File: config.mk
export PLATFORM = sky130hd
export DESIGN_NAME = lbth_prefix
export DESIGN_NICKNAME = d
export VERILOG_FILES = /design/src/lbth_pkg.sv /design/src/lbth_prefix.sv
export SDC_FILE = /design/constraint.sdc
export NUM_CORES = 1
export LEC_CHECK = 0
export BUFFER_PORTS_ARGS = -buffer_cell sky130_fd_sc_hd__buf_2
export CAP_MARGIN = 5
export CORE_AREA = 8 8 94 96
export DETAILED_ROUTE_END_ITERATION = 7
export DIE_AREA = 0 0 102 104
export PLACE_DENSITY = 0.67
export REMOVE_ABC_BUFFERS = 1
export SETUP_SLACK_MARGIN = 0.02
export SYNTH_ARGS = -nofsm -noshare
export SYNTH_HDL_FRONTEND = slang
export SYNTH_SLANG_ARGS = --single-unit
File: constraint.sdc
create_clock -name vclk -period 3.93
set_clock_uncertainty 0.15 [all_clocks]
set_input_delay 0.393 -clock vclk [all_inputs]
set_output_delay 0.393 -clock vclk [all_outputs]
set_load 0.01 [all_outputs]
File: src/lbth_pkg.sv
package lbth_pkg;

   localparam int TABLE_SLOTS_DEF = 128;
   localparam int BLOCK_BITS_DEF = 20;
   localparam int ENTRY_COUNT_BITS = 8;

   typedef enum logic [1:0] {
      OP_LOOKUP = 2'd0,
      OP_INSERT = 2'd1,
      OP_REMOVE = 2'd2,
      OP_MOVE   = 2'd3
   } op_type;

   typedef enum logic [1:0] {
      STAT_DONE    = 2'd0,
      STAT_ABSENT  = 2'd1,
      STAT_FULL    = 2'd2,
      STAT_PRESENT = 2'd3
   } status_type;

   typedef enum logic [1:0] {
      S_IDLE,
      S_SEARCH,
      S_UPDATE,
      S_REPLY
   } state_type;

   typedef struct packed {
      logic search;
      logic shift;
      logic load;
   } cell_ctrl_type;

endpackage

File: src/lbth_prefix.sv
module lbth_prefix #(
   parameter int WIDTH = lbth_pkg::TABLE_SLOTS_DEF
) (
   input  logic [WIDTH-1:0] hits,
   output logic [WIDTH-1:0] covered
);

   localparam int LEVELS = (WIDTH > 1) ? $clog2(WIDTH) : 1;

   logic [WIDTH-1:0] lvl [0:LEVELS];

   assign lvl[0] = hits;

   // log-depth or-scan toward the newer end
   for (genvar l = 0; l < LEVELS; l++) begin : g_level
      assign lvl[l+1] = lvl[l] | (lvl[l] << (1 << l));
   end

   assign covered = lvl[LEVELS];

endmodule

==> reports/metrics.csv, run 1 <==
stage,metric,value,unit
worst_setup_path,type of origin of the critical path,input pin,
finish,"leading cell type in the layout, fill and taps excluded",sky130_fd_sc_hd__buf_2,
die,row count,32,
finish,storage element area,0,µm²
pwr,Power Total,127,µW
pwr,reported net switching power,65.5,µW
drt,# DRC,0,
pwr,fraction of power spent switching nets,51.4,%
synthesis,post-synthesis sequential area ratio,0,%
worst_setup_path,Worst Path Arrival,3110,ps
timing,worst-case setup margin in the final layout,282,ps
die,initial standard-cell utilization of the core,21.4,%
worst_setup_path,Worst Path Max Fanout,6,
synthesis,cell type with the largest total area after synthesis,sky130_fd_sc_hd__or3_1,
finish,fill cell total of the finished layout,832,
placement,pre-CTS setup slack,303,ps
synthesis,share of Yosys cell area claimed by the top area cell type,12.6,%
timing,final critical delay including setup and external delays,3650,ps
placement,cell area reported after detailed placement,3020,µm²
timing,hold violation total from the final report,0,
synthesis,cell area after technology mapping,1590,µm²
pwr,Power Internal,61.9,µW
pwr,combinational share of power,100.0,%
finish,Layout Area Growth over Synthesis,89.7,%
timing,final setup violating endpoints,0,
synthesis,post-synthesis average cell area,5.66,µm²
placement,placer's final routability congestion estimate,0.932,
timing,Final Cycle Share,92.8,%
finish,multi-input combinational cell area,1500,µm²
timing,final number of max-transition violations,0,
finish,clock buf count,0,
pwr,Sequential Power Share,0,%
die,Die Footprint,10600,µm²
finish,nets@finish,667,
synthesis,count of different cell masters after synthesis,32,
drt,via-per-instance ratio,5.18,
pwr,Pwr per Cell Area,42.2,nW/µm²
timing,unrepaired setup endpoints after global routing,no,
finish,FFs & Latches,0,
grt,pin count of the biggest net entering global routing,18,
timing,final sum of negative setup slack,0,ps
finish,most used cells in the layout excluding fill and tap cells,"256 x sky130_fd_sc_hd__buf_2, 37 x sky130_fd_sc_hd__nand2_1, 35 x sky130_fd_sc_hd__nor2_1",
drt,Starting DRT DRC Count,115,
pwr,Clock Power Share,0,%
worst_setup_path,classification of the worst setup path,input pin to output port,
min_path,Hold WC Path Type,input pin to output port,
finish,# diodes,0,
worst_setup_path,critical path endpoint category,output port,
clock_tree,number of gates given a new drive strength after cts,0,
timing,maximum clock frequency,274,MHz
finish,proportion of layout cells with a drive suffix above 1,54.0,%
die,die width,102,µm
drt,DRT Pass-1 Iters,4,
drt,via count,3307,
grt,number of global-route vias before repair,3563,
grt,antenna violations before repair,0,
drt,antenna-violating nets left,0,
grt,Global Route Usage Sum,20.5,%
pwr,peak ir drop on the vdd network,30.1,µV
die,die height,104,µm
run,Max-cap violations,0,
synthesis,Synth area leaders,"sky130_fd_sc_hd__or3_1 13%, sky130_fd_sc_hd__nor4_1 9.0%, sky130_fd_sc_hd__nor3_1 8.8%, sky130_fd_sc_hd__nand2_1 8.7%, sky130_fd_sc_hd__nor2_1 8.3%",
clock_tree,hold bufs inserted after CTS,0,
worst_setup_path,Crit path required time,3390,ps
die,io pins,256,
pwr,Static Leakage,0.00111,µW
synthesis,cell count after synthesis,281,
status,result of the run,"finished, final reports clean",
drt,routed wirelength normalized by instance count,18.7,µm
timing,slew at the pin with the worst max-slew slack,824,ps
finish,finished layout cell area,3020,µm²
finish,fin util,40.5,%
drt,final wirelength,12000,µm
timing,Max-slew headroom,44.6,%
synthesis,count of synthesis-stage warnings from yosys,0,
die,total core area,7450,µm²
grt,Overflow after GRT,0,
placement,number of buffer cells added on primary ports,256,
grt,wire length of the first global-routing pass,17800,µm
placement,hpwl dp,11000,µm
clock_tree,number of buffers inserted to repair setup after CTS,0,
## routing by layer
metal	GRT usage (%)	vias to the layer above	wire length (µm)
met5	0	-	0
met4	3.57	0	213
met3	5.76	12	1430
met2	41.8	193	6360
met1	18.9	1507	3950
li1	-	1595	-
## per-stage QoR
stage / instances / hold slack [ps]
global placement: 639 / 855
global route: 639 / 882
finish: 639 / 860
floorplan: 272 / 636
detailed placement: 639 / 859
CTS: 639 / 860
## power by group through the flow
stage	Sequential, µW	Combinational [µW]	Clock (µW)
6_report	0	127	0
3_5_place_dp	0	126	0
2_1_floorplan	0	29.8	0
4_1_cts	0	127	0
5_1_grt	0	139	0
3_3_place_gp	0	124	0
## synthesized netlist by cell type, drive strengths merged
cell / instances
nand2: 37
or2: 15
nor4: 24
and3: 5
or4b: 1
and2: 4
nand3: 21
nand4: 17
and4b: 2
nor4bb: 1
nor2: 35
nor3: 29
or3b: 3
buf: 7
or3: 32
nand4b: 7
nor2b: 1
nand2b: 6
clkbuf: 2
inv: 10
nand3b: 4
nor4b: 1
or4: 17
## final timing paths
| path | start | end | slack (ps) | depth (start not counted) |
|---|---|---|---|---|
| worst max-delay path | hits[0] | covered[75] | 280 | 8 |
| worst min-delay path | hits[0] | covered[0] | 860 | 2 |
## logic make-up (layout without fill, tap and decap cells)
family,count (synthesis),in the layout,share of synthesized area (%)
buffers and inverters,19,275,5.58
AND/OR/NAND/NOR,262,262,94.4
## cell type report
class / count / share of cell area [%]
multi-input cells: 262 / 49.8
repair buffers: 265 / 44.7
well taps: 102 / 4.23
inverters: 10 / 1.33
## worst max-delay path, cell delays in order
cell,delay [ps]
sky130_fd_sc_hd__buf_2,110
sky130_fd_sc_hd__or4_1,630
sky130_fd_sc_hd__nor4_4,370
sky130_fd_sc_hd__and3_2,300
sky130_fd_sc_hd__nand4_2,130
sky130_fd_sc_hd__or4_4,470
sky130_fd_sc_hd__or4b_1,540
sky130_fd_sc_hd__buf_2,160
(Power assumes the default switching activity.)
==> run 2, diff against run 1 <==
- CELL_PAD_IN_SITES_DETAIL_PLACEMENT: default -> 1
- CELL_PAD_IN_SITES_GLOBAL_PLACEMENT: default -> 1
- CORE_AREA: 8 8 94 96 -> 8 8 109 111
- DIE_AREA: 0 0 102 104 -> 0 0 117 119
- PLACE_DENSITY: 0.67 -> 0.85
==> run 2 against run 1 <==
  * Global-route usage is 1.5 points lower
  * First-iteration DRC count is 18% lower
  * Power is 4.2% higher
  * Wire length is 18% higher
  * Highest routed layer unchanged
==> reports/metrics.csv, run 2 (synthesized netlist as in run 1, its figures left out) <==
stage,metric,value,unit,change
status,result of the run,"finished, final reports clean",,
die,io pins,256,,unchanged
drt,via-per-instance ratio,4.94,,-4.6%
worst_setup_path,classification of the worst setup path,input pin to output port,,
pwr,Sequential Power Share,0,%,unchanged
placement,placer's final routability congestion estimate,0.955,,+2.4%
clock_tree,number of gates given a new drive strength after cts,0,,unchanged
timing,Final Cycle Share,92.8,%,about the same
run,Max-cap violations,0,,unchanged
drt,routed wirelength normalized by instance count,20.9,µm,+12%
finish,storage element area,0,µm²,unchanged
timing,slew at the pin with the worst max-slew slack,810,ps,-13.6 ps
drt,metal3 WL,1880,µm,+32%
worst_setup_path,Worst Path Arrival,3100,ps,about the same
placement,post-placement cell count,677,,+5.9%
finish,clock buf count,0,,unchanged
pwr,reported net switching power,69.3,µW,+5.7%
worst_setup_path,critical path endpoint category,output port,,
drt,antenna-violating nets left,0,,unchanged
grt,pin count of the biggest net entering global routing,18,,unchanged
timing,unrepaired setup endpoints after global routing,no,,
drt,highest routed layer,met4,,
drt,post-route met1 wirelength,4570,µm,+16%
grt,wire length of the first global-routing pass,20700,µm,+17%
die,die width,117,µm,+15%
clock_tree,number of buffers inserted to repair setup after CTS,0,,unchanged
finish,# diodes,0,,unchanged
finish,"leading cell type in the layout, fill and taps excluded",sky130_fd_sc_hd__buf_2,,
finish,Layout Area Growth over Synthesis,94.3,%,
pwr,combinational share of power,100.0,%,about the same
drt,final wirelength,14200,µm,+18%
timing,hold violation total from the final report,0,,unchanged
pwr,Pwr per Cell Area,43.0,nW/µm²,+1.8%
timing,final setup violating endpoints,0,,unchanged
die,row count,37,,+16%
pwr,peak ir drop on the vdd network,20.0,µV,-34%
drt,length of routed met2 wiring,7330,µm,+15%
grt,antenna violations before repair,0,,unchanged
min_path,number of cells on the worst hold path,2,,unchanged
pwr,Power Internal,63.5,µW,+2.7%
die,total core area,10100,µm²,+36%
die,initial standard-cell utilization of the core,15.8,%,-5.6 points
clock_tree,hold bufs inserted after CTS,0,,unchanged
min_path,HP Start,hits[0],,
pwr,fraction of power spent switching nets,52.2,%,+0.73 points
drt,# DRC,0,,unchanged
placement,hpwl dp,13100,µm,+19%
grt,Global Route Usage Sum,18.9,%,-1.5 points
min_path,Hold WC Path Type,input pin to output port,,
grt,Overflow after GRT,0,,unchanged
finish,final standard cell count with taps included and fillers excluded,677,,+5.9%
timing,Max-slew headroom,45.5,%,+0.92 points
drt,DRT Pass-1 Iters,4,,unchanged
die,die height,119,µm,+14%
worst_setup_path,library cell appearing most often on the critical path,sky130_fd_sc_hd__buf_2,,
placement,number of buffer cells added on primary ports,256,,unchanged
pwr,Clock Power Share,0,%,unchanged
finish,FFs & Latches,0,,unchanged
grt,number of global-route vias before repair,3837,,+7.7%
finish,nets@finish,671,,+0.60%
worst_setup_path,Crit path required time,3390,ps,about the same
worst_setup_path,Worst setup endpoint,covered[75],,
worst_setup_path,timing startpoint of the critical path,hits[0],,
timing,final number of max-transition violations,0,,unchanged
worst_setup_path,crit-path cells,"buf_2, or4_1, nor4_4, and3_2, nand4_2, or4_4, or4b_1, buf_2",,
drt,Starting DRT DRC Count,94,,-18%
pwr,Static Leakage,0.00113,µW,+1.8%
timing,maximum clock frequency,274,MHz,about the same
finish,proportion of layout cells with a drive suffix above 1,54.3,%,+0.34 points
drt,via count,3341,,+1.0%
worst_setup_path,Worst Path Max Fanout,6,,unchanged
timing,final sum of negative setup slack,0,ps,unchanged
timing,final critical delay including setup and external delays,3650,ps,-3.04 ps
worst_setup_path,CP max-delay cell,sky130_fd_sc_hd__or4_1,,
worst_setup_path,largest incremental delay on the critical path,650,ps,+20 ps
worst_setup_path,type of origin of the critical path,input pin,,
die,Die Footprint,13900,µm²,+31%
finish,most used cells in the layout excluding fill and tap cells,"256 x sky130_fd_sc_hd__buf_2, 37 x sky130_fd_sc_hd__nand2_1, 35 x sky130_fd_sc_hd__nor2_1",,
## run 2: metrics by stage
stage	hold WS (ps)	util, %	cell area, µm²	setup WS, ps	power, µW
CTS	869	30.6	3090	257	133
floorplan	636	-	1540	192	29.8
global route	880	30.6	3090	107	145
global placement	860	30.6	3090	356	128
finish	867	30.6	3090	285	133
detailed placement	867	30.6	3090	260	133
## run 2: area by class of cell
cell class,count,area (µm²)
tap,136,170
timing repair buffer,269,1380
multi-input combinational,262,1500
inverter,10,40.0
fill,1422,7000
## run 2: how the worst min path moves through the flow
stage                      end  slack (ps)
global placement    covered[0]         860
global route        covered[0]         880
floorplan           covered[0]         640
CTS                 covered[0]         870
finish              covered[0]         870
detailed placement  covered[0]         870
## run 2: critical path: cells and delay by family
kind | cells | cell delay [ps]
buf+inv | 2 | 280
simple gates | 6 | 2420
## run 2: power groups by stage
| stage | combinational [µW] | clock, µW | sequential [µW] |
|---|---|---|---|
| 2_1_floorplan | 29.8 | 0 | 0 |
| 4_1_cts | 133 | 0 | 0 |
| 6_report | 133 | 0 | 0 |
| 3_5_place_dp | 133 | 0 | 0 |
| 3_3_place_gp | 128 | 0 | 0 |
| 5_1_grt | 145 | 0 | 0 |
## run 2: metal layers
metal | track usage, % | up-vias
met4 | 5.20 | 0
met2 | 38.0 | 199
li1 | - | 1596
met3 | 7.58 | 22
met1 | 16.5 | 1524
met5 | 0 | -
