**src/lbth_pkg.sv**
```systemverilog
package lbth_pkg;

   localparam int TABLE_SLOTS_DEF = 128;
   localparam int BLOCK_BITS_DEF = 20;
   localparam int ENTRY_COUNT_BITS = 8;

   typedef enum logic [1:0] {
      OP_LOOKUP = 2'd0,
      OP_INSERT = 2'd1,
      OP_REMOVE = 2'd2,
      OP_MOVE   = 2'd3
   } op_type;

   typedef enum logic [1:0] {
      STAT_DONE    = 2'd0,
      STAT_ABSENT  = 2'd1,
      STAT_FULL    = 2'd2,
      STAT_PRESENT = 2'd3
   } status_type;

   typedef enum logic [1:0] {
      S_IDLE,
      S_SEARCH,
      S_UPDATE,
      S_REPLY
   } state_type;

   typedef struct packed {
      logic search;
      logic shift;
      logic load;
   } cell_ctrl_type;

endpackage

```
**src/lbth_cell.sv**
```systemverilog
module lbth_cell #(
   parameter int BLOCK_BITS = lbth_pkg::BLOCK_BITS_DEF
) (
   input  logic                    clock,
   input  logic                    reset,
   input  lbth_pkg::cell_ctrl_type ctrl,
   input  logic [BLOCK_BITS-1:0]   key,
   input  logic                    newer_valid,
   input  logic [BLOCK_BITS-1:0]   newer_block,
   output logic                    valid,
   output logic [BLOCK_BITS-1:0]   block,
   output logic                    match
);

   logic                  valid_ff;
   logic                  valid_in;
   logic [BLOCK_BITS-1:0] block_ff;
   logic [BLOCK_BITS-1:0] block_in;
   logic                  match_ff;
   logic                  match_in;

   // load wins over shift: the newest position takes the key
   always_comb begin
      valid_in = valid_ff;
      block_in = block_ff;
      if (ctrl.load) begin
         valid_in = 1'b1;
         block_in = key;
      end else if (ctrl.shift) begin
         valid_in = newer_valid;
         block_in = newer_block;
      end
   end

   assign match_in = ctrl.search ? (valid_ff && (block_ff == key)) : match_ff;

   always_ff @(posedge clock) begin
      if (reset) begin
         valid_ff <= 1'b0;
         match_ff <= 1'b0;
      end else begin
         valid_ff <= valid_in;
         match_ff <= match_in;
      end
   end

   always_ff @(posedge clock) begin
      block_ff <= block_in;
   end

   assign valid = valid_ff;
   assign block = block_ff;
   assign match = match_ff;

endmodule

```
**config.mk**
```make
export PLATFORM = sky130hd
export DESIGN_NAME = lbth_cell
export DESIGN_NICKNAME = d
export VERILOG_FILES = /design/src/lbth_pkg.sv /design/src/lbth_cell.sv
export SDC_FILE = /design/constraint.sdc
export NUM_CORES = 1
export LEC_CHECK = 0
export BUFFER_PORTS_ARGS = -buffer_cell sky130_fd_sc_hd__buf_4
export CAP_MARGIN = 20
export CORE_ASPECT_RATIO = 0.8
export CORE_MARGIN = 1.5
export CORE_UTILIZATION = 45
export CTS_BUF_LIST = sky130_fd_sc_hd__clkbuf_16
export CTS_CLUSTER_SIZE = 12
export DETAILED_ROUTE_END_ITERATION = 6
export PLACE_DENSITY_LB_ADDON = 0.12
export SLEW_MARGIN = 20
export SYNTH_ARGS = -nofsm -noshare
export SYNTH_HDL_FRONTEND = slang
export SYNTH_SLANG_ARGS = --single-unit
```
**constraint.sdc**
```tcl
create_clock -name clock -period 3.4 [get_ports clock]
set_clock_uncertainty 0.15 [all_clocks]
set_input_delay 0.17 -clock clock [delete_from_list [all_inputs] [get_ports clock]]
set_output_delay 0.17 -clock clock [all_outputs]
set_load 0.005 [all_outputs]
```
==> results.ini, run 1 <==
[run_status]
status=complete, no violations

[critical_path]
worstRegToRegCells=4
critPathRequiredTime_ps=3440
worstSetupStartpointType=register
r2r_end=match$_SDFFE_PP0P_
r2r_setup_slack_ps=1970
critical_path_class=reg2reg
cp-end-kind=register
cp_data_arrival_time_ps=1480
worst_r2r_startpoint=block[11]$_DFFE_PP_
path_max_fanout=2

[placed_design]
dpl_cell_area_sq_um=1670
hpwl_mm=1.88
place_congestion=0.726
dp_slack_ps=1930
placed_cells=179
port_buffers=67

[cts]
clk_pin_slew_ps=50
post_cts_buffers=0
cts_hold_buf=1
ctsResizeCount=0
cts_inserted_buffers=3
clockBufferDepth=2
cts_tree=built
cts_root_buffer=clkbuf_16
h-tree-depth=1
clock_latency_ps=250
cts_num_sinks=22

[layout]
syn2layout_area_growth_pct=55.3
layout_common_cells=67 x buf_4, 20 x mux2_2, 20 x edfxtp_1
antenna_cells=0
final_cells=184
fillers=183
fin_nets=195
stdcell_area_sq_um=1760
multi_input_area_sq_um=483
seq_area_sq_um=641
layout-drive-gt1-share=0.615
final_common_cell=buf_4

[global_route]
grt_pass1_vias=796
grt_max_degree=23
antenna_found_initial=0
grt_pass1_wl_mm=3.44
gr-total-overflow=0
grtUsageTotal=0.172

[drt]
drc_errors=0
vias=874
drtIter0Drc=18
ant_nets=0
wl_per_cell_um=13.0
drt_wl_total_mm=2.39
viasPerCell=4.75
drtPass1Iterations=2

[timing]
fin_tns_setup_ps=0
hold_viol=0
timing.fmax_mhz=698
finalCritPeriodShare=0.422
fin_hold_ws_ps=11.3
max_slew_margin=0.686
period_minus_slack_ps=1430
finalSetupViolations=0
setup_slack_ps=1970
slew_viol_final=0
worst_pin_slew_ps=470
rsz0062_at_grt=no

[hold_path]
worst_hold_path.endpoint=valid$_SDFFE_PP0P_
holdPathStages=3
min-delay-start=newer_valid
min_path_type=in2reg

[die]
start_util=0.468
ios=68
rows=16
die_area_sq_um=2830
die_y_um=47.9
core_sq_um=2420
die_x_um=59.1

[yosys]
avgSynthCellArea_sq_um=14.5
syn-cell-area_sq_um=1130
yosys.area.top_type=edfxtp_1
syn_inst=78
yosys_warnings=0
yosys.area.top_type_share=0.530
ys_ff_latch=22
ys_seq_area_frac=0.565
synth_cell_types=15
ys_top_cells_by_area=edfxtp_1 53%, mux2_2 20%, xnor2_1 15%
synth_nets=124

[power_and_ir_drop]
vdd_drop_max_v=0.000354
p_per_area_nw_per_um2=426
p_leak_nw=0.725

[flow_run]
max-cap-violations=0

==> worst max-delay path, stage by stage (launching register included) <==
cell      delay, ps
edfxtp_1        400
xnor2_1         160
nand4_1         140
nor4_1          350
a22o_1          180
==> Yosys cell counts, drive strengths merged <==
cell type,n
edfxtp,20
mux2,20
xnor2,19
nand4,4
buf,2
dfxtp,2
nor2,2
nor4,2
a211oi,1
a22o,1
nand2,1
nand3,1
nor2b,1
or2,1
xor2,1
==> power breakdown <==
part           switching [mW]  leakage (nW)  internal (mW)
combinational          0.0514         0.467          0.107
sequential             0.0199         0.220          0.329
clock                  0.0862        0.0385          0.157
==> stage by stage <==
stage | total power [mW] | utilization
detailed placement | 0.514 | 0.690
global placement | 0.510 | 0.690
finish | 0.750 | 0.727
global route | 0.784 | 0.727
floorplan | 0.417 | -
CTS | 0.760 | 0.727
==> worst max path at each step <==
stage,startpoint,to,slack [ps],depth (start not counted)
final,block[11]$_DFFE_PP_,match$_SDFFE_PP0P_,1970,4
after global routing,block[6]$_DFFE_PP_,match$_SDFFE_PP0P_,1830,4
after CTS,block[11]$_DFFE_PP_,match$_SDFFE_PP0P_,1960,4
after detailed placement,ctrl[0],block[12]$_DFFE_PP_,1930,2
after global placement,ctrl[0],block[13]$_DFFE_PP_,1940,2
after floorplan,block[6]$_DFFE_PP_,match$_SDFFE_PP0P_,2150,4
==> logic make-up (layout without fill, tap and decap cells) <==
group	after synthesis	after routing	synth area share
xor gates and xnor gates	20	20	0.155
buffers and inverters	2	72	0.00883
DFF	22	22	0.565
muxes	20	20	0.199
and+or+nand+nor	12	12	0.0585
AOI/OAI and AO/OA	2	2	0.0144
==> layer usage <==
metal,GRT usage,vias up,part of all wire
li1,-,434,-
met1,0.211,402,0.44
met2,0.307,38,0.50
met3,0.0568,0,0.069
met4,0.0273,0,0
met5,0,-,0
==> final cells by class <==
type                    count  area share
flip-flops and latches     22       0.364
repair buffers             68       0.291
multi-input cells          54       0.274
clock buffers               3      0.0426
well taps                  36      0.0256
clock inverters             1     0.00213
==> flip-flops by register name (all words and copies together), names as in the netlist <==
signal	count
block	20
match	1
valid	1
Power figures use the tool's default switching activity.
==> run 2: changes to the inputs <==
--- a/config.mk
+++ b/config.mk
@@ -5,6 +5,7 @@
 export SDC_FILE = /design/constraint.sdc
 export NUM_CORES = 1
 export LEC_CHECK = 0
+export ABC_AREA = 1
 export BUFFER_PORTS_ARGS = -buffer_cell sky130_fd_sc_hd__buf_4
 export CAP_MARGIN = 20
 export CORE_ASPECT_RATIO = 0.8
==> constraint.sdc (replaced) <==
create_clock -name clock -period 1.5 [get_ports clock]
set_clock_uncertainty 0.15 [all_clocks]
set_input_delay 0.075 -clock clock [delete_from_list [all_inputs] [get_ports clock]]
set_output_delay 0.075 -clock clock [all_outputs]
set_load 0.005 [all_outputs]
==> run 2 against run 1 <==
  * Global-route usage up 4.7 points
  * Non-clock buffer count up 29
  * Combinational power rose to 2.8 times the previous value
  * Power up 140%
  * Critical path type is now in2reg
  * Largest cell class is now non-clock buffers
  * Highest routed layer is now met4
==> results.ini, run 2 <==
[critical_path]
critical_path_class=in2reg
path_max_fanout=2  ; unchanged
worstSetupStartpointType=input pin
critPathTopFamily=buffers and inverters
path_cells=dlygate4sd3_1 -> buf_4 -> a21oi_1 -> dlygate4sd3_1
cp-end-kind=register
crit_top_cell=dlygate4sd3_1
crit_path_top_delay_cell=dlygate4sd3_1
critPathRequiredTime_ps=1550  ; -1890 ps
cp_data_arrival_time_ps=1390  ; -90 ps
path_buf_inv=3  ; +3
cp_slowest_stage_delay_ps=550  ; +150 ps

[timing]
slew_viol_final=0  ; unchanged
max_slew_margin=0.886  ; +0.199
finalSetupViolations=0  ; unchanged
timing.fmax_mhz=742
finalCritPeriodShare=0.899
worst_pin_slew_ps=170  ; -301 ps
fin_hold_ws_ps=24.8  ; +13.5 ps
rsz0062_at_grt=no
period_minus_slack_ps=1350
hold_viol=0  ; unchanged
fin_tns_setup_ps=0  ; unchanged

[global_route]
gr-total-overflow=0  ; unchanged
grt_pass1_vias=1359  ; +71%
grt_max_degree=23  ; unchanged
grt_pass1_wl_mm=5.58  ; +62%
antenna_found_initial=0  ; unchanged
grtUsageTotal=0.219  ; +0.0473

[layout]
layout_common_cells=82 x nand2_1, 70 x buf_4, 38 x inv_1
final_common_cell=nand2_1
syn2layout_area_growth_pct=69.9
fin_nets=330  ; +69%
fillers=199  ; +8.7%
largest_reg_flops=20  ; unchanged
antenna_cells=0  ; unchanged
final_core_util=0.806  ; +0.0790
layout-drive-gt1-share=0.266  ; -0.349

[yosys]
synth_commonest_cells=82 x nand2_1, 38 x inv_1, 20 x edfxtp_1, 18 x o21ai_0, 11 x nor2_1
synth_ff_type=edfxtp_1
synth-async-reset-ratio=0  ; unchanged
yosys.area.top_type_share=0.462  ; -0.0683
syn-cell-area_sq_um=1300  ; +15%
syn_inst=186  ; +140%
ys_ff_latch=22  ; unchanged
synth_nets=232  ; +87%
yosys.area.top_type=edfxtp_1
synth_edf_count=20  ; unchanged
synth_most_common_cell=nand2_1
synth_cell_types=14  ; -1
ys_top_cells_by_area=edfxtp_1 46%, nand2_1 24%, inv_1 11%
yosys_warnings=0  ; unchanged
avgSynthCellArea_sq_um=7.00  ; -52%
ys_seq_area_frac=0.492  ; -0.0728

[cts]
clockBufferDepth=2  ; unchanged
h-tree-depth=1  ; unchanged
clock_latency_ps=250  ; about the same
cts_tree=built
clk_pin_slew_ps=60  ; about the same
cts_root_buffer=clkbuf_16
cts_inserted_buffers=3  ; unchanged
cts_num_sinks=22  ; unchanged

[placed_design]
hpwl_mm=2.28  ; +21%
place_congestion=0.728  ; +0.32%
port_buffers=67  ; unchanged

[die]
die_x_um=63.1  ; +6.8%
core_sq_um=2740  ; +13%
start_util=0.474  ; +0.00626
ios=68  ; unchanged
die_area_sq_um=3230  ; +14%
die_y_um=51.1  ; +6.7%
rows=17  ; +1

[drt]
wl_met2_mm=1.64  ; +39%
ant_nets=0  ; unchanged
vias=1410  ; +61%
wl_per_cell_um=10.2  ; -21%
viasPerCell=4.41  ; -7.2%
met1Wirelength_mm=1.44  ; +38%
dr.max_layer_used=met4
met3_length_um=186  ; +12%
drtPass1Iterations=4  ; +2
drc_errors=0  ; unchanged
drtIter0Drc=29  ; +11
drt_wl_total_mm=3.28  ; +37%

[power_and_ir_drop]
power.total_mw=1.79  ; +140%
p_per_area_nw_per_um2=808  ; +90%
p_leak_nw=1.18  ; +63%
vdd_drop_max_v=0.000590  ; +67%

[run_status]
status=complete, no violations

[hold_path]
min_path_type=in2reg

[flow_run]
max-cap-violations=0  ; unchanged

-- run 2: cell types whose count changed after synthesis, moves of 2 or more --
cell / delta
nor4_1: -2
o21ai_0: +18
nand3_1: +2
nand4_1: -4
o21ai_1: +2
mux2_2: -20
xnor2_1: -18
nand2_1: +81
inv_1: +38
nor2_1: +9
a21oi_1: +3
-- run 2: repair_timing --
item,in CTS,in global routing
hold endpoints to repair,22,0
buffers inserted,0,0
hold buffers,26,0
gates resized for setup,0,0
-- run 2: path summary, 6_finish.rpt --
| path | endpoint | slack, ps | from | cells after the start |
|---|---|---|---|---|
| setup reg to reg | valid$_SDFFE_PP0P_ | 190 | valid$_SDFFE_PP0P_ | 3 |
| hold reg to reg | match$_SDFFE_PP0P_ | 310 | match$_SDFFE_PP0P_ | 2 |
| setup / recovery | valid$_SDFFE_PP0P_ | 150 | reset | 4 |
| hold / removal | block[3]$_DFFE_PP_ | 20 | key[3] | 3 |
-- run 2: stage by stage --
| step | worst slack [ps] | std cells | instance area [sq um] |
|---|---|---|---|
| after floorplan | 268 | 186 | 1300 |
| after detailed placement | 235 | 291 | 1880 |
| after global routing | 88.7 | 320 | 2210 |
| after CTS | 163 | 320 | 2210 |
| after global placement | 252 | 291 | 1880 |
| final | 152 | 320 | 2210 |
-- run 2: cell type report --
cell class              instances  area [sq um]  area share
repair buffers                 97           806       0.364
well taps                      38          47.5      0.0215
flip-flops and latches         22           641       0.290
multi-input cells             121           495       0.224
inverters                      39           146      0.0662
clock buffers                   3          75.1      0.0340
-- run 2: tightest hold or removal path, stage by stage --
cell and delay [ps]:
buf_4 80, inv_1 40, o21ai_0 120
-- run 2: logic make-up after synthesis --
kind of cell,after synthesis,synth area share
compound gates,24,0.0942
simple gates,96,0.280
flops,22,0.492
buf+inv,43,0.127
xor+xnor,1,0.00673
-- run 2: routing by layer --
| metal | track usage | up-vias |
|---|---|---|
| li1 | - | 759 |
| met1 | 0.269 | 608 |
| met2 | 0.399 | 41 |
| met3 | 0.0551 | 2 |
| met4 | 0.0333 | 0 |
| met5 | 0 | - |
-- run 2: where the power goes --
part	total (mW)	switching [mW]	internal [mW]
logic	0.446	0.182	0.264
clock network	0.550	0.199	0.352
registers	0.790	0.0447	0.746
total	1.79	0.425	1.36
==> run 3: changes to the inputs <==
--- a/config.mk
+++ b/config.mk
@@ -14,6 +14,7 @@
 export CTS_BUF_LIST = sky130_fd_sc_hd__clkbuf_16
 export CTS_CLUSTER_SIZE = 12
 export DETAILED_ROUTE_END_ITERATION = 6
+export HOLD_SLACK_MARGIN = 0.05
 export PLACE_DENSITY_LB_ADDON = 0.12
 export SLEW_MARGIN = 20
 export SYNTH_ARGS = -nofsm -noshare
==> constraint.sdc (replaced) <==
create_clock -name clock -period 1.5 [get_ports clock]
set_clock_uncertainty 0.15 [all_clocks]
set_input_delay 0.075 -clock clock [delete_from_list [all_inputs] [get_ports clock]]
set_output_delay 0.075 -clock clock [all_outputs]
set_load 0.02 [all_outputs]
==> run 3 against run 2 <==
  * Design area rose by 5.4%
  * Critical endpoint unchanged
  * Largest power group unchanged
  * Global-route usage is 2.3 points higher
  * Power up 6.4%
  * Cell count up 3.8%
  * First-iteration DRC count increased by 86%
  * Flip-flop and latch count unchanged
  * Critical path depth did not move
  * Core utilization increased by 4.4 points
  * Combinational power increased by 24%
  * Highest routed layer unchanged
  * Critical path type unchanged
  * Sequential power is essentially flat
  * Die area is the same
  * Wire length rose by 12%
==> results.ini, run 3 (same netlist as run 2, synthesis figures left out) <==
[layout]
syn2layout_area_growth_pct=79.1
final_common_cell=nand2_1
stdcell_area_sq_um=2330  ; +5.4%
layout-drive-gt1-share=0.255  ; -0.0109
layout_common_cells=82 x nand2_1, 70 x buf_4, 38 x inv_1, 38 x dlygate4sd3_1, 20 x edfxtp_1
antenna_cells=0  ; unchanged
fin_nets=342  ; +3.6%
final_core_util=0.850  ; +0.0438
largest_reg_flops=20  ; unchanged

[critical_path]
path_max_fanout=2  ; unchanged
critical_path_class=in2reg
cp-end-kind=register
cp_data_arrival_time_ps=1390  ; about the same
worstSetupStartpointType=input pin
critPathRequiredTime_ps=1550  ; about the same

[die]
die_y_um=51.1  ; unchanged
die_area_sq_um=3230  ; unchanged
rows=17  ; unchanged
die_x_um=63.1  ; unchanged
ios=68  ; unchanged
core_sq_um=2740  ; unchanged
start_util=0.474  ; unchanged

[drt]
vias=1479  ; +4.9%
viasPerCell=4.45  ; +1.1%
drc_errors=0  ; unchanged
drtPass1Iterations=4  ; unchanged
drtIter0Drc=54  ; +86%
drt_wl_total_mm=3.67  ; +12%
ant_nets=0  ; unchanged
wl_per_cell_um=11.0  ; +7.8%

[timing]
fin_tns_setup_ps=0  ; unchanged
hold_viol=0  ; unchanged
max_slew_margin=0.865  ; -0.0211
finalSetupViolations=0  ; unchanged
period_minus_slack_ps=1350  ; -0.795 ps
finalCritPeriodShare=0.898  ; about the same
rsz0062_at_grt=no
setup_slack_ps=153  ; +0.795 ps
slew_viol_final=0  ; unchanged
timing.fmax_mhz=742  ; about the same
worst_pin_slew_ps=201  ; +31.3 ps

[cts]
cts_num_sinks=22  ; unchanged
cts_inserted_buffers=3  ; unchanged
clk_pin_slew_ps=60  ; about the same
clockBufferDepth=2  ; unchanged
cts_root_buffer=clkbuf_16
post_cts_buffers=0  ; unchanged
clock_latency_ps=250  ; about the same
cts_tree=built
h-tree-depth=1  ; unchanged

[power_and_ir_drop]
power.total_mw=1.90  ; +6.4%
p_per_area_nw_per_um2=815  ; +0.92%
p_leak_nw=1.23  ; +4.2%
vdd_drop_max_v=0.000574  ; -2.7%

[hold_path]
min_path_type=in2reg

[global_route]
antenna_found_initial=0  ; unchanged
grt_pass1_wl_mm=6.05  ; +8.5%
grt_max_degree=23  ; unchanged
grt_pass1_vias=1463  ; +7.7%
grtUsageTotal=0.242  ; +0.0234
gr-total-overflow=0  ; unchanged

[run_status]
status=complete, no violations

[placed_design]
port_buffers=67  ; unchanged
dp_slack_ps=235  ; unchanged
place_congestion=0.728  ; unchanged
dpl_cell_area_sq_um=1880  ; unchanged
hpwl_mm=2.28  ; unchanged

[flow_run]
max-cap-violations=0  ; unchanged

-- run 3: cell types whose count changed in the layout (fill, tap and decap cells not counted) --
cell / previous run / this run
dlygate4sd3_1: 26 / 38
-- run 3: report_power, final --
group,internal (mW),leakage [nW],switching (mW)
Sequential,0.745,0.222,0.0449
Clock,0.352,0.0370,0.207
Combinational,0.289,0.974,0.263
-- run 3: layout make-up --
type | count | area, sq um
clock buffer | 3 | 75.1
inverter | 39 | 146
fill | 167 | 413
tap | 38 | 47.5
sequential | 22 | 641
timing repair buffer | 109 | 926
multi-input combinational | 121 | 495
-- run 3: stage by stage --
step / std cells / hold slack (ps)
5_1_grt: 332 / 78.7
6_report: 332 / 54.7
3_5_place_dp: 291 / 94.4
3_3_place_gp: 291 / 96.2
2_1_floorplan: 186 / -5.93
4_1_cts: 332 / 62.3
-- run 3: final timing paths --
path | to | cells after the start | slack, ps | from
worst max-delay path | valid$_SDFFE_PP0P_ | 4 | 150 | reset
worst min-delay path | block[15]$_DFFE_PP_ | 3 | 50 | key[15]
worst max register to register | valid$_SDFFE_PP0P_ | 3 | 190 | valid$_SDFFE_PP0P_
worst min register to register | match$_SDFFE_PP0P_ | 2 | 310 | match$_SDFFE_PP0P_
-- run 3: worst max-delay path, cell delays in order --
cell and delay [ps]:
dlygate4sd3_1 540, buf_4 140, a21oi_1 100, dlygate4sd3_1 550
-- run 3: metal layers --
layer / GRT usage / routed length (um) / up-vias
met2: 0.452 / 1890 / 44
met1: 0.286 / 1550 / 647
met3: 0.0551 / 181 / 6
met5: 0 / 0 / -
met4: 0.0556 / 43 / 0
li1: - / - / 782
-- run 3: what timing repair did --
| action | in CTS | in global routing |
|---|---|---|
| hold buffers | 38 | 0 |
| endpoints found under the hold margin | 22 | 0 |
| gates resized for setup | 0 | 0 |
